$ cat src/design/assert_macros.svh
// Assertion helpers for the RTL
`ifndef ASSERT_MACROS_SVH
`define ASSERT_MACROS_SVH

// Same-cycle implication, checked out of reset
`define ASSERT_IMP(label, clk, rst_n, a, c, msg) \
  label: assert property (@(posedge clk) disable iff (!rst_n) (a) |-> (c)) \
    else $error(msg);

// Next-cycle implication, checked out of reset
`define ASSERT_NEXT(label, clk, rst_n, a, c, msg) \
  label: assert property (@(posedge clk) disable iff (!rst_n) (a) |=> (c)) \
    else $error(msg);

`endif

$ cat src/design/mes_pkg.sv
`timescale 1ns / 1ps
package mes_pkg;

  // Input action codes
  localparam logic [1:0] ACT_TICK  = 2'd0;
  localparam logic [1:0] ACT_MSG   = 2'd1;
  localparam logic [1:0] ACT_PANIC = 2'd2;

  // Register indexes
  localparam logic [2:0] REG_DELAY  = 3'd0;
  localparam logic [2:0] REG_REPEAT = 3'd1;
  localparam logic [2:0] REG_DECAY  = 3'd2;
  localparam logic [2:0] REG_SHIFT  = 3'd3;
  localparam logic [2:0] REG_BYPASS = 3'd4;

  // Register reset values
  localparam logic [15:0] DELAY_RST  = 16'd5512;
  localparam logic [3:0]  REPEAT_RST = 4'd3;
  localparam logic [9:0]  DECAY_RST  = 10'd166;

  localparam logic [15:0] MIN_DELAY   = 16'd50;
  localparam logic [15:0] VEL_FLOOR   = 16'd1280;   // 5.0 in Q8.8
  localparam logic [15:0] VEL_CEIL    = 16'd32512;  // 127.0 in Q8.8
  localparam logic [9:0]  DECAY_UNITY = 10'd256;
  localparam logic [3:0]  NIB_NOTE_ON  = 4'h9;
  localparam logic [3:0]  NIB_NOTE_OFF = 4'h8;

  localparam int DLY_W = 21;

  // One pool entry
  typedef struct packed {
    logic [3:0]              chan;
    logic [6:0]              note;
    logic [6:0]              vel;
    logic                    on;
    logic signed [DLY_W-1:0] dly;
  } entry_t;

  // One result beat
  typedef struct packed {
    logic [7:0]  status;
    logic [6:0]  data1;
    logic [6:0]  data2;
    logic [11:0] pos;
    logic        drop;
    logic        last;
  } beat_t;

  // Per-tap velocity and pitch results
  typedef struct packed {
    logic              stop;
    logic [15:0]       v_next;
    logic signed [8:0] pitch_next;
    logic [6:0]        note;
    logic [6:0]        vel;
  } tap_t;

  typedef enum logic [6:0] {
    S_IDLE      = 7'b0000001,
    S_TAP       = 7'b0000010,
    S_OFF       = 7'b0000100,
    S_MSG_OUT   = 7'b0001000,
    S_WALK_RD   = 7'b0010000,
    S_WALK_PROC = 7'b0100000,
    S_WALK_END  = 7'b1000000
  } state_t;

endpackage

$ cat src/design/mes_tap.sv
`timescale 1ns / 1ps
// Velocity decay and pitch step for one echo tap
module mes_tap (
  input  logic [15:0]       v,
  input  logic [9:0]        decay,
  input  logic signed [8:0] pitch,
  input  logic signed [4:0] shift,
  output mes_pkg::tap_t     tap
);

  logic [25:0] prod;
  logic [17:0] vn;
  logic [15:0] vc;
  logic [15:0] vr;
  logic [7:0]  ov;

  always_comb begin
    // Q8.8 multiply, rounded half up; the product can exceed 16 bits before the clamp
    prod = 26'(v) * 26'(decay) + 26'd128;
    vn   = prod[25:8];
    vc   = (vn > 18'(mes_pkg::VEL_CEIL)) ? mes_pkg::VEL_CEIL : vn[15:0];
    tap.stop   = (decay <= mes_pkg::DECAY_UNITY) && (vn < 18'(mes_pkg::VEL_FLOOR));
    tap.v_next = vc;
    // Output velocity limited to 1..127
    vr = vc + 16'd128;
    ov = vr[15:8];
    if (ov == 8'd0)       tap.vel = 7'd1;
    else if (ov > 8'd127) tap.vel = 7'd127;
    else                  tap.vel = ov[6:0];
    // Pitch accumulates unclamped; the note is clamped
    tap.pitch_next = pitch + 9'(shift);
    if (tap.pitch_next < 0)           tap.note = 7'd0;
    else if (tap.pitch_next > 9'sd127) tap.note = 7'd127;
    else                              tap.note = tap.pitch_next[6:0];
  end

endmodule

$ cat src/design/midi_echo_scheduler.sv
`timescale 1ns / 1ps
// MIDI echo scheduler.
// in_*: one beat per input item; in_tuser is the action (tick, message, panic),
// in_tdata the message, its position and the tick's block length.
// out_*: result beats; out_tlast marks the final beat of an input item,
// out_tuser flags a pass-through whose note-on lost echoes to a full pool.
// cfg_*: register writes by index, always ready; write only while idle.
// An input is taken only while the scheduler is idle. A message makes two pool
// writes per echo tap, one at a time through the single write port.
// A tick (outside bypass) or panic walks the pool, with a memory read and then
// a decide and write back for each pending entry.
// Due entries are held one beat back so that the last one can carry tlast.
// Reset clears the pool count, the configuration registers and the handshakes; pool memory
// needs no clearing since only entries below the count are read.
// A stalled receiver freezes the walk at the next beat it must emit; the
// single output register keeps its beat until taken.
module midi_echo_scheduler #(
  parameter int POOL_ENTRIES      = 64,
  parameter int MAX_BLOCK_SAMPLES = 4096
) (
  input  logic        clk,
  input  logic        rst_n,
  input  logic        in_tvalid,
  output logic        in_tready,
  input  logic [47:0] in_tdata,   // msg_status, msg_data1, msg_data2, position, block_samples
  input  logic [1:0]  in_tuser,   // action
  output logic        out_tvalid,
  input  logic        out_tready,
  output logic [39:0] out_tdata,  // out_status, out_data1, out_data2, out_position
  output logic        out_tuser,  // echoes_dropped
  output logic        out_tlast,
  input  logic        cfg_valid,
  output logic        cfg_ready,
  input  logic [2:0]  cfg_index,
  input  logic [15:0] cfg_data
);

  localparam int AW = $clog2(POOL_ENTRIES);
  localparam int CW = $clog2(POOL_ENTRIES + 1);
  localparam int DW = mes_pkg::DLY_W;

  // Configuration registers
  logic [15:0]       delay_r;
  logic [3:0]        repeat_r;
  logic [9:0]        decay_r;
  logic signed [4:0] shift_r;
  logic              bypass_r;

  assign cfg_ready = 1'b1;

  always_ff @(posedge clk) begin
    if (!rst_n) begin
      delay_r  <= mes_pkg::DELAY_RST;
      repeat_r <= mes_pkg::REPEAT_RST;
      decay_r  <= mes_pkg::DECAY_RST;
      shift_r  <= 5'sd0;
      bypass_r <= 1'b0;
    end else if (cfg_valid) begin
      unique case (cfg_index)
        mes_pkg::REG_DELAY:  delay_r  <= cfg_data;
        mes_pkg::REG_REPEAT: repeat_r <= cfg_data[3:0];
        mes_pkg::REG_DECAY:  decay_r  <= cfg_data[9:0];
        mes_pkg::REG_SHIFT:  shift_r  <= cfg_data[4:0];
        mes_pkg::REG_BYPASS: bypass_r <= cfg_data[0];
        default: ;
      endcase
    end
  end

  // Input fields
  logic [7:0]  f_status;
  logic [6:0]  f_data1;
  logic [6:0]  f_data2;
  logic [11:0] f_pos;
  logic [12:0] f_blk;
  assign f_status = in_tdata[7:0];
  assign f_data1  = in_tdata[14:8];
  assign f_data2  = in_tdata[21:15];
  assign f_pos    = in_tdata[33:22];
  assign f_blk    = in_tdata[46:34];

  logic [15:0] d_eff;
  assign d_eff = (delay_r < mes_pkg::MIN_DELAY) ? mes_pkg::MIN_DELAY : delay_r;

  // State
  mes_pkg::state_t   state_r, state_nxt;
  logic [CW-1:0]     count_r, count_nxt;
  logic [CW-1:0]     idx_r, idx_nxt;
  logic [CW-1:0]     keep_r, keep_nxt;
  logic              tick_r, tick_nxt;
  logic [7:0]        st_r, st_nxt;
  logic [6:0]        d1_r, d1_nxt;
  logic [6:0]        d2_r, d2_nxt;
  logic [11:0]       pos_r, pos_nxt;
  logic [12:0]       blk_r, blk_nxt;
  logic              drop_r, drop_nxt;
  logic [15:0]       v_r, v_nxt;
  logic signed [8:0] pitch_r, pitch_nxt;
  logic [6:0]        note_r, note_nxt;
  logic [19:0]       on_at_r, on_at_nxt;
  logic [3:0]        r_r, r_nxt;
  logic              hold_valid_r, hold_valid_nxt;
  mes_pkg::beat_t    hold_r, hold_nxt;
  logic              out_valid_r, out_valid_nxt;
  mes_pkg::beat_t    out_r, out_nxt;

  // Pool memory
  mes_pkg::entry_t pool_mem [POOL_ENTRIES];
  mes_pkg::entry_t rd_data_r;
  logic            rd_en;
  logic            wr_en;
  logic [AW-1:0]   wr_addr;
  mes_pkg::entry_t wr_data;

  always_ff @(posedge clk) begin
    if (wr_en) pool_mem[wr_addr] <= wr_data;
    if (rd_en) rd_data_r <= pool_mem[idx_r[AW-1:0]];
  end

  mes_pkg::tap_t tap;
  mes_tap u_tap (
    .v     (v_r),
    .decay (decay_r),
    .pitch (pitch_r),
    .shift (shift_r),
    .tap   (tap)
  );

  logic                 can_push;
  logic                 in_fire;
  logic [CW:0]          room;
  logic signed [DW-1:0] blk_s;
  logic signed [DW-1:0] dn;
  logic                 due;
  logic [12:0]          blk_m1;
  logic [11:0]          epos;
  mes_pkg::beat_t       ebeat;
  logic                 note_on;

  assign can_push  = !out_valid_r || out_tready;
  assign in_tready = (state_r == mes_pkg::S_IDLE);
  assign in_fire   = in_tvalid && in_tready;
  assign note_on   = !bypass_r && (f_status[7:4] == mes_pkg::NIB_NOTE_ON) && (f_data2 != 7'd0);

  // Entry evaluation during the walk
  always_comb begin
    room   = {1'b0, count_r} + (CW+1)'(2);
    blk_s  = DW'(signed'({1'b0, blk_r}));
    dn     = rd_data_r.dly - blk_s;
    due    = tick_r ? (dn <= 0) : rd_data_r.on;
    blk_m1 = blk_r - 13'd1;
    if (rd_data_r.dly < 0)                              epos = 12'd0;
    else if (rd_data_r.dly > DW'(signed'({1'b0, blk_m1}))) epos = blk_m1[11:0];
    else                                                epos = rd_data_r.dly[11:0];
    ebeat.status = {(tick_r && rd_data_r.on) ? mes_pkg::NIB_NOTE_ON : mes_pkg::NIB_NOTE_OFF,
                    rd_data_r.chan};
    ebeat.data1  = rd_data_r.note;
    ebeat.data2  = (tick_r && rd_data_r.on) ? rd_data_r.vel : 7'd0;
    ebeat.pos    = tick_r ? epos : 12'd0;
    ebeat.drop   = 1'b0;
    ebeat.last   = 1'b0;
  end

  // Sequencer
  always_comb begin
    state_nxt      = state_r;
    count_nxt      = count_r;
    idx_nxt        = idx_r;
    keep_nxt       = keep_r;
    tick_nxt       = tick_r;
    st_nxt         = st_r;
    d1_nxt         = d1_r;
    d2_nxt         = d2_r;
    pos_nxt        = pos_r;
    blk_nxt        = blk_r;
    drop_nxt       = drop_r;
    v_nxt          = v_r;
    pitch_nxt      = pitch_r;
    note_nxt       = note_r;
    on_at_nxt      = on_at_r;
    r_nxt          = r_r;
    hold_valid_nxt = hold_valid_r;
    hold_nxt       = hold_r;
    out_valid_nxt  = out_valid_r && !out_tready;
    out_nxt        = out_r;
    rd_en          = 1'b0;
    wr_en          = 1'b0;
    wr_addr        = count_r[AW-1:0];
    wr_data        = '0;

    unique case (state_r)
      mes_pkg::S_IDLE: begin
        if (in_fire) begin
          st_nxt    = f_status;
          d1_nxt    = f_data1;
          d2_nxt    = f_data2;
          pos_nxt   = f_pos;
          drop_nxt  = 1'b0;
          idx_nxt   = '0;
          keep_nxt  = '0;
          v_nxt     = {1'b0, f_data2, 8'd0};
          pitch_nxt = 9'(signed'({2'b00, f_data1}));
          on_at_nxt = 20'(f_pos) + 20'(d_eff);
          r_nxt     = 4'd1;
          // Block length limited to 1..MAX_BLOCK_SAMPLES
          if (f_blk == 13'd0)                          blk_nxt = 13'd1;
          else if (f_blk > 13'(MAX_BLOCK_SAMPLES))     blk_nxt = 13'(MAX_BLOCK_SAMPLES);
          else                                         blk_nxt = f_blk;
          priority case (in_tuser)
            mes_pkg::ACT_TICK: begin
              tick_nxt = 1'b1;
              if (!bypass_r) state_nxt = mes_pkg::S_WALK_RD;
            end
            mes_pkg::ACT_MSG: begin
              if (note_on && repeat_r != 4'd0) state_nxt = mes_pkg::S_TAP;
              else                             state_nxt = mes_pkg::S_MSG_OUT;
            end
            mes_pkg::ACT_PANIC: begin
              tick_nxt  = 1'b0;
              state_nxt = mes_pkg::S_WALK_RD;
            end
            default: ;
          endcase
        end
      end

      // Note-on half of a tap
      mes_pkg::S_TAP: begin
        if (tap.stop) begin
          state_nxt = mes_pkg::S_MSG_OUT;
        end else if (room > (CW+1)'(POOL_ENTRIES)) begin
          drop_nxt  = 1'b1;
          state_nxt = mes_pkg::S_MSG_OUT;
        end else begin
          wr_en        = 1'b1;
          wr_data.chan = st_r[3:0];
          wr_data.note = tap.note;
          wr_data.vel  = tap.vel;
          wr_data.on   = 1'b1;
          wr_data.dly  = DW'(signed'({1'b0, on_at_r}));
          count_nxt    = count_r + CW'(1);
          v_nxt        = tap.v_next;
          pitch_nxt    = tap.pitch_next;
          note_nxt     = tap.note;
          state_nxt    = mes_pkg::S_OFF;
        end
      end

      // Note-off half, half a delay later
      mes_pkg::S_OFF: begin
        wr_en        = 1'b1;
        wr_data.chan = st_r[3:0];
        wr_data.note = note_r;
        wr_data.vel  = 7'd0;
        wr_data.on   = 1'b0;
        wr_data.dly  = DW'(signed'({1'b0, on_at_r})) + DW'(signed'({1'b0, d_eff[15:1]}));
        count_nxt    = count_r + CW'(1);
        on_at_nxt    = on_at_r + 20'(d_eff);
        if (r_r == repeat_r) begin
          state_nxt = mes_pkg::S_MSG_OUT;
        end else begin
          r_nxt     = r_r + 4'd1;
          state_nxt = mes_pkg::S_TAP;
        end
      end

      mes_pkg::S_MSG_OUT: begin
        if (can_push) begin
          out_valid_nxt = 1'b1;
          out_nxt.status = st_r;
          out_nxt.data1  = d1_r;
          out_nxt.data2  = d2_r;
          out_nxt.pos    = pos_r;
          out_nxt.drop   = drop_r;
          out_nxt.last   = 1'b1;
          state_nxt      = mes_pkg::S_IDLE;
        end
      end

      mes_pkg::S_WALK_RD: begin
        if (idx_r == count_r) begin
          state_nxt = mes_pkg::S_WALK_END;
        end else begin
          rd_en     = 1'b1;
          state_nxt = mes_pkg::S_WALK_PROC;
        end
      end

      mes_pkg::S_WALK_PROC: begin
        if (due) begin
          if (!hold_valid_r || can_push) begin
            if (hold_valid_r) begin
              out_valid_nxt = 1'b1;
              out_nxt       = hold_r;
            end
            hold_valid_nxt = 1'b1;
            hold_nxt       = ebeat;
            idx_nxt        = idx_r + CW'(1);
            state_nxt      = mes_pkg::S_WALK_RD;
          end
        end else begin
          // Compact surviving entries toward the front
          if (tick_r) begin
            wr_en       = 1'b1;
            wr_addr     = keep_r[AW-1:0];
            wr_data     = rd_data_r;
            wr_data.dly = dn;
            keep_nxt    = keep_r + CW'(1);
          end
          idx_nxt   = idx_r + CW'(1);
          state_nxt = mes_pkg::S_WALK_RD;
        end
      end

      mes_pkg::S_WALK_END: begin
        if (!hold_valid_r || can_push) begin
          if (hold_valid_r) begin
            out_valid_nxt = 1'b1;
            out_nxt       = hold_r;
            out_nxt.last  = 1'b1;
          end
          hold_valid_nxt = 1'b0;
          count_nxt      = tick_r ? keep_r : '0;
          state_nxt      = mes_pkg::S_IDLE;
        end
      end

      default: state_nxt = mes_pkg::S_IDLE;
    endcase
  end

  // Control state
  always_ff @(posedge clk) begin
    if (!rst_n) begin
      state_r      <= mes_pkg::S_IDLE;
      count_r      <= '0;
      hold_valid_r <= 1'b0;
      out_valid_r  <= 1'b0;
    end else begin
      state_r      <= state_nxt;
      count_r      <= count_nxt;
      hold_valid_r <= hold_valid_nxt;
      out_valid_r  <= out_valid_nxt;
    end
  end

  // Working registers
  always_ff @(posedge clk) begin
    idx_r   <= idx_nxt;
    keep_r  <= keep_nxt;
    tick_r  <= tick_nxt;
    st_r    <= st_nxt;
    d1_r    <= d1_nxt;
    d2_r    <= d2_nxt;
    pos_r   <= pos_nxt;
    blk_r   <= blk_nxt;
    drop_r  <= drop_nxt;
    v_r     <= v_nxt;
    pitch_r <= pitch_nxt;
    note_r  <= note_nxt;
    on_at_r <= on_at_nxt;
    r_r     <= r_nxt;
    hold_r  <= hold_nxt;
    out_r   <= out_nxt;
  end

  assign out_tvalid = out_valid_r;
  assign out_tdata  = {6'd0, out_r.pos, out_r.data2, out_r.data1, out_r.status};
  assign out_tuser  = out_r.drop;
  assign out_tlast  = out_r.last;

`include "assert_macros.svh"

  `ASSERT_IMP(a_count_fits, clk, rst_n, 1'b1, count_r <= CW'(POOL_ENTRIES),
              "pool count overflow")
  `ASSERT_IMP(a_idle_no_hold, clk, rst_n, state_r == mes_pkg::S_IDLE, !hold_valid_r,
              "held beat lost at idle")
  `ASSERT_IMP(a_keep_behind, clk, rst_n, state_r == mes_pkg::S_WALK_PROC,
              keep_r <= idx_r && idx_r < count_r, "compaction overtook walk")
  `ASSERT_NEXT(a_tap_write, clk, rst_n,
               state_r == mes_pkg::S_TAP && state_nxt == mes_pkg::S_OFF,
               count_r < CW'(POOL_ENTRIES), "note-off written past pool end")

endmodule
$ cat config.mk
export PLATFORM = sky130hd
export DESIGN_NAME = midi_echo_scheduler
export DESIGN_NICKNAME = d
export VERILOG_FILES = /design/src/design/mes_pkg.sv /design/src/design/mes_tap.sv /design/src/design/midi_echo_scheduler.sv
export VERILOG_INCLUDE_DIRS = /design/src /design/src/design
export SDC_FILE = /design/constraint.sdc
export NUM_CORES = 2
export LEC_CHECK = 0
export ABC_AREA = 1
export ABC_CLOCK_PERIOD_IN_PS = 12600
export BUFFER_PORTS_ARGS = -buffer_cell sky130_fd_sc_hd__buf_2
export CORE_MARGIN = 2
export CORE_UTILIZATION = 45
export DETAILED_ROUTE_END_ITERATION = 8
export GPL_TIMING_DRIVEN = 0
export PLACE_DENSITY = 0.6
export SYNTH_ARGS = -nofsm -noshare
export SYNTH_HDL_FRONTEND = slang
export SYNTH_HIERARCHICAL = 1
export SYNTH_SLANG_ARGS = --single-unit
$ cat constraint.sdc
create_clock -name clk -period 12.6 [get_ports clk]
set_input_delay 1.26 -clock clk [delete_from_list [all_inputs] [get_ports clk]]
set_output_delay 1.26 -clock clk [all_outputs]
set_load 0.1 [all_outputs]
# Yosys cells after proc, flatten, opt, wreduce, memory -nomap -nowiden
# Memory sizes are Yosys's and may differ from the RTL's. A register that Yosys moved wholly into a read port is not among the register bits.
# Cells that the tools add are included.
# totals
inputBits	74
n_memories	1
register_bits	241
mem_bits_rw	2560
# classes
n_eq_ne	32
add_sub_neg	13
bitwise	3
order_cmp	12
mul	1
n_mux	86
n_reduce_logical	47
# mem_list
name	depth	word_bits	rd	rd_ports_with_merged_regs	wr	line_no	source
pool_mem	64	40	1	1	1	midi_echo_scheduler.sv:108	mes_pkg::entry_t pool_mem [POOL_ENTRIES];
# ops
op	n
36-bit two-way mux	6
40-bit two-way mux	4
7-bit two-way mux	20
40-bit one-hot mux with 3 select lines	1
36-bit one-hot mux with 3 select lines	1
16-bit two-way mux	5
7-bit one-hot mux with 7 select lines	1
7-bit one-hot mux with 3 select lines	2
20-bit one-hot mux with 2 select lines	1
16-bit one-hot mux with 2 select lines	1
7-bit one-hot mux with 2 select lines	2
9-bit two-way mux	3
26-bit by 8-bit adder with 26-bit output, second input constant	1
16-bit by 10-bit multiplier with 26-bit output	1
4-bit two-way mux	6
2-bit != test, second input constant	12
20-bit by 15-bit adder with 21-bit output	1
7-bit by 1-bit adder with 7-bit output, second input constant	3
21-bit by 14-bit greater-than comparator with 1-bit output	1
21-bit by 1-bit less-or-equal comparator with 1-bit output, second input constant	1
21-bit by 1-bit less-than comparator with 1-bit output, second input constant	1
21-bit by 14-bit subtractor with 21-bit output	1
20-bit by 16-bit adder with 20-bit output	1
1-bit two-way mux	20
other kinds (58)	98

# Longest topological paths before layout
# logic_depth
ltp_word	11
ltp_mapped	40

# Hierarchy
# Netlist, hierarchy kept.
# by_module_without_submodules
module	cells_each	instances	seq_area_each_um2	area_each_um2
midi_echo_scheduler	8942	1	84701.2	114743.8
mes_tap	966	1	0.0	6561.3

# Worst setup path after synthesis
# OpenSTA, ideal clock, no wires.
# synth_path
path_kind	register -> register
startpoint	register decay_r[9]
endpoint	memory pool_mem[0][37] (netlist name), data pin
path_buffers	2
period_less_slack_ns	9.030
stages_incl_launch_ff	30
arrival_ns	8.328
setup_ns	0.702
setup_slack_ns	3.570
cell_sequence	dfxtp_1 clkbuf_1 clkbuf_1 nand2_1 fa_1 fa_1 inv_1 fa_1 fa_1 inv_1 fa_1 inv_1 ha_1 a21oi_1 o21a_1 nor2_1 nor2_1 nand2_2 nand2_1 nand2_2 xor2_2 nand2_2 nor2_8 nand2_1 nor4_1 nor3_4 inv_2 nand2_1 inv_1 o21ai_0
# synth_rtl
item	line_no	source
start, declared	midi_echo_scheduler.sv:45	logic [9:0] decay_r;
start signal, assigned	midi_echo_scheduler.sv:55	decay_r <= mes_pkg::DECAY_RST;
start signal, assigned	midi_echo_scheduler.sv:62	mes_pkg::REG_DECAY: decay_r <= cfg_data[9:0];
end, declared	midi_echo_scheduler.sv:108	

==> flow_summary.toml <==
[outcome]
status = "finished with violations"
violations = "design-rule violations, max-capacitance violations, max-slew violations"

[critical_path]
cp_top_family = "simple AND/OR/NAND/NOR gates"
worst-path-max-fanout = 14
worstPathBufferInverterCount = 11
critical_path_required_ns = 13.25
startpoint_type = "flip-flop"
reg2reg_depth = 37
reg2reg_to = "pool_mem[31][3]$_DFFE_PP_"
cpPeakStageDelay_ns = 1.02
worst_setup_path_end_kind = "flip-flop"
cp_data_arrival_time_ns = 10.32
rrSetupSlack_ns = 2.93
critPathKind = "reg -> reg"
critical_path.slowest_cell = "nor4_1"
worstReg2RegStart = "decay_r[5]$_SDFFE_PN1P_"
timing.critical_path.mode_cell = "nand2_1"

[place]
place_area_sq_um = 132000
gp_routability_congestion = 1.04
io_buffers = 109
dpl.hpwl_um = 352000

[yosys]
ys_ff_latch = 2838
syn_inst = 9908
ys_types = 73
synth_fa_ha_area_share_pct = 3.48
synth_compound_area_share_pct = 12.0
ys_async_sr_fraction_pct = 0
synthSimpleGateAreaFrac_pct = 10.6
synth_top_family_by_area = "compound AO/OA/AOI/OAI gates"
ys.flop_type = "edfxtp_1"
muxShareOfSynthArea_pct = 0.00825
synth-edff-count = 2786
postSynthAreaPerCell_sq_um = 12.2
yosys_warnings = 6
netlist_area_sq_um = 121000
ys_seq_area_share_pct = 69.8
synthXorXnorAreaFrac_pct = 0.460

[sta]
hold_viol_final = 0
period_needed_ns = 9.67
slew_viol_final = 65
setup_tns_ns = 0
grt_setup_unrepaired = "false"
worst_slew_pin_slew_ns = 1.60
fmax_mhz = 103
clock_skew_ns = 0.124
slew_headroom_pct = -6.57
fin_crit_sh_pct = 76.7
setup_viol = 0

[floorplan]
start_util_pct = 45.2
num_rows = 190
fp.dieW_um = 523
ios = 119
dieArea_sq_um = 274000
die_y_um = 523
fp.coreArea_sq_um = 268000

[min_path]
hp-start = "ebeat[21]$_DFFE_PP_"
hold_end = "hold_r[21]$_DFFE_PP_"
hold_depth = 0
hp-class = "reg -> reg"

[global_route]
grt_pass1_wl_um = 667000
grt_pass1_vias = 85800
grt_antenna_before_repair = 37
grt.overflow.total = 0
gr-usage-all-layers_pct = 35.0
grt_max_degree = 65

[detailed_routing]
routed_wl_um = 489000
drtPass1Iterations = 9
drc = 1
ant_nets = 0
post_drt_wl_per_cell_um = 34.0
vias = 91600
drt-initial-drc-count = 16300
via_per_inst = 6.37

[pwr]
p_leak_nw = 50.6
powerDensity_nw_per_um2 = 253
ir_drop_uv = 425

[clocking]
root_buffer = "clkbuf_16"
post_cts_buffers = 0
cts_buffers = 304
clk_pin_slew_ns = 0.06
clkSinkCount = 2838
cts_tree = "done"
hold_buffers = 0
clock_path_buffers = 4
clk_latency_ns = 0.94
htree_levels = 5
cts_resized = 0

[cells_and_area]
syn_to_final_growth_pct = 16.5
final_nets = 10900
drive_above_1_share_pct = 9.60
final_cell_area_sq_um = 141000

[job]
max_cap_viol_count = 6
-- where the power goes --
| part | switching (mW) | leakage [nW] | internal, mW |
|---|---|---|---|
| Sequential | 0.134 | 28.3 | 10.6 |
| Combinational | 11.8 | 17.6 | 4.36 |
| Clock | 3.83 | 4.71 | 5.04 |
| Total | 15.8 | 50.6 | 20.0 |
-- cells in the mapped netlist, types with 116 or more instances --
cell type | n | area, sq um
edfxtp_1 | 2786 | 83700
nor2_1 | 1607 | 6030
clkbuf_1 | 571 | 2140
nand2_1 | 1024 | 3840
a21oi_1 | 206 | 1030
o22ai_1 | 395 | 2470
fa_1 | 116 | 2320
o221ai_1 | 253 | 2220
inv_1 | 480 | 1800
nand3_1 | 260 | 1300
ha_1 | 152 | 1900
o21ai_0 | 1410 | 7060
-- worst register-to-register path, delay by kind of cell (launching register included) --
family / cells / cell delay (ns)
fa+ha+maj: 6 / 3.03
buf+inv: 11 / 2.51
flops: 1 / 0.32
simple gates: 19 / 3.49
compound gates: 1 / 0.12
-- kinds of logic (layout without fill, tap and decap cells) --
logic type               Yosys count  after routing
AND/OR/NAND/NOR                 3098           3098
XOR/XNOR                          62             62
adder cells (fa/ha/maj)          268            268
AO/OA/AOI/OAI                   2502           2502
multiplexers                       1              1
other                              3             32
flip-flops                      2838           2838
buffers and inverters           1136           2029
-- final cells by class --
| type | count | area [sq um] |
|---|---|---|
| clock buffer | 366 | 7980 |
| tap | 3552 | 4440 |
| buffer | 632 | 2480 |
| fill | 22600 | 127000 |
| timing repair buffer | 356 | 4920 |
| multi-input combinational | 5939 | 33100 |
| inverter | 504 | 1890 |
| antenna | 24 | 60.1 |
| sequential | 2838 | 84700 |
| clock inverter | 171 | 1650 |
-- registers in the layout, summed over array words and instances (netlist names), 12 cells and up --
| name | flops |
|---|---|
| pool_mem | 2560 |
| out_tdata | 34 |
| hold_r | 31 |
| rd_data_r | 29 |
| on_at_r | 20 |
| delay_r | 16 |
| v_r | 16 |
| blk_r | 13 |
| pos_r | 12 |
-- per-stage QoR --
stage	setup WS, ns	util, %	hold WS, ns	power [mW]	cells
6_report	2.93	52.7	0.448	35.8	14400
3_3_place_gp	-2.45	47.1	0.437	26.3	13600
2_1_floorplan	3.57	-	0.420	20.6	9913
5_1_grt	2.56	52.7	0.468	37.3	14400
4_1_cts	3.03	52.7	0.450	35.3	14400
3_5_place_dp	3.00	49.1	0.437	26.5	13800
-- per-layer routing --
metal	track usage (%)	vias up	part of all wire (%)	routed length [um]
met4	22.0	27	7.5	36700
met1	44.8	45000	35	172000
met5	0.884	-	0.099	482
li1	-	37600	-	-
met2	50.6	7476	42	206000
met3	12.3	1573	15	73700
-- layout by cell type (no fill, tap or decap), types with 56 or more instances in the layout --
cell / Yosys / layout
nor2_1: 1607 / 1540
o22ai_1: 395 / 395
buf_4: 11 / 59
nand2_1: 1024 / 1023
buf_12: 1 / 155
inv_1: 480 / 479
fa_1: 116 / 116
o21ai_0: 1410 / 1400
clkbuf_1: 571 / 613
o211ai_1: 91 / 91
a31oi_1: 56 / 56
nand4_1: 66 / 66
clkbuf_16: 0 / 309
a21oi_1: 206 / 206
ha_1: 152 / 152
nor2_4: 1 / 67
edfxtp_1: 2786 / 2786
clkinv_1: 3 / 69
nand3_1: 260 / 249
buf_2: 18 / 127
o221ai_1: 253 / 246
-- how the worst max path moves through the flow --
stage / startpoint / to / slack, ns / depth (start not counted)
floorplan: decay_r[9]$_SDFFE_PN0P_ / pool_mem[0][37]$_DFFE_PP_ / 3.57 / 29
CTS: decay_r[5]$_SDFFE_PN1P_ / pool_mem[31][21]$_DFFE_PP_ / 3.03 / 35
global route: decay_r[5]$_SDFFE_PN1P_ / pool_mem[31][21]$_DFFE_PP_ / 2.56 / 34
detailed placement: decay_r[5]$_SDFFE_PN1P_ / pool_mem[31][3]$_DFFE_PP_ / 3.00 / 34
finish: decay_r[5]$_SDFFE_PN1P_ / pool_mem[31][3]$_DFFE_PP_ / 2.93 / 37
global placement: decay_r[5]$_SDFFE_PN1P_ / pool_mem[55][37]$_DFFE_PP_ / -2.45 / 29
Note: power is estimated with default switching activity, not from simulation.
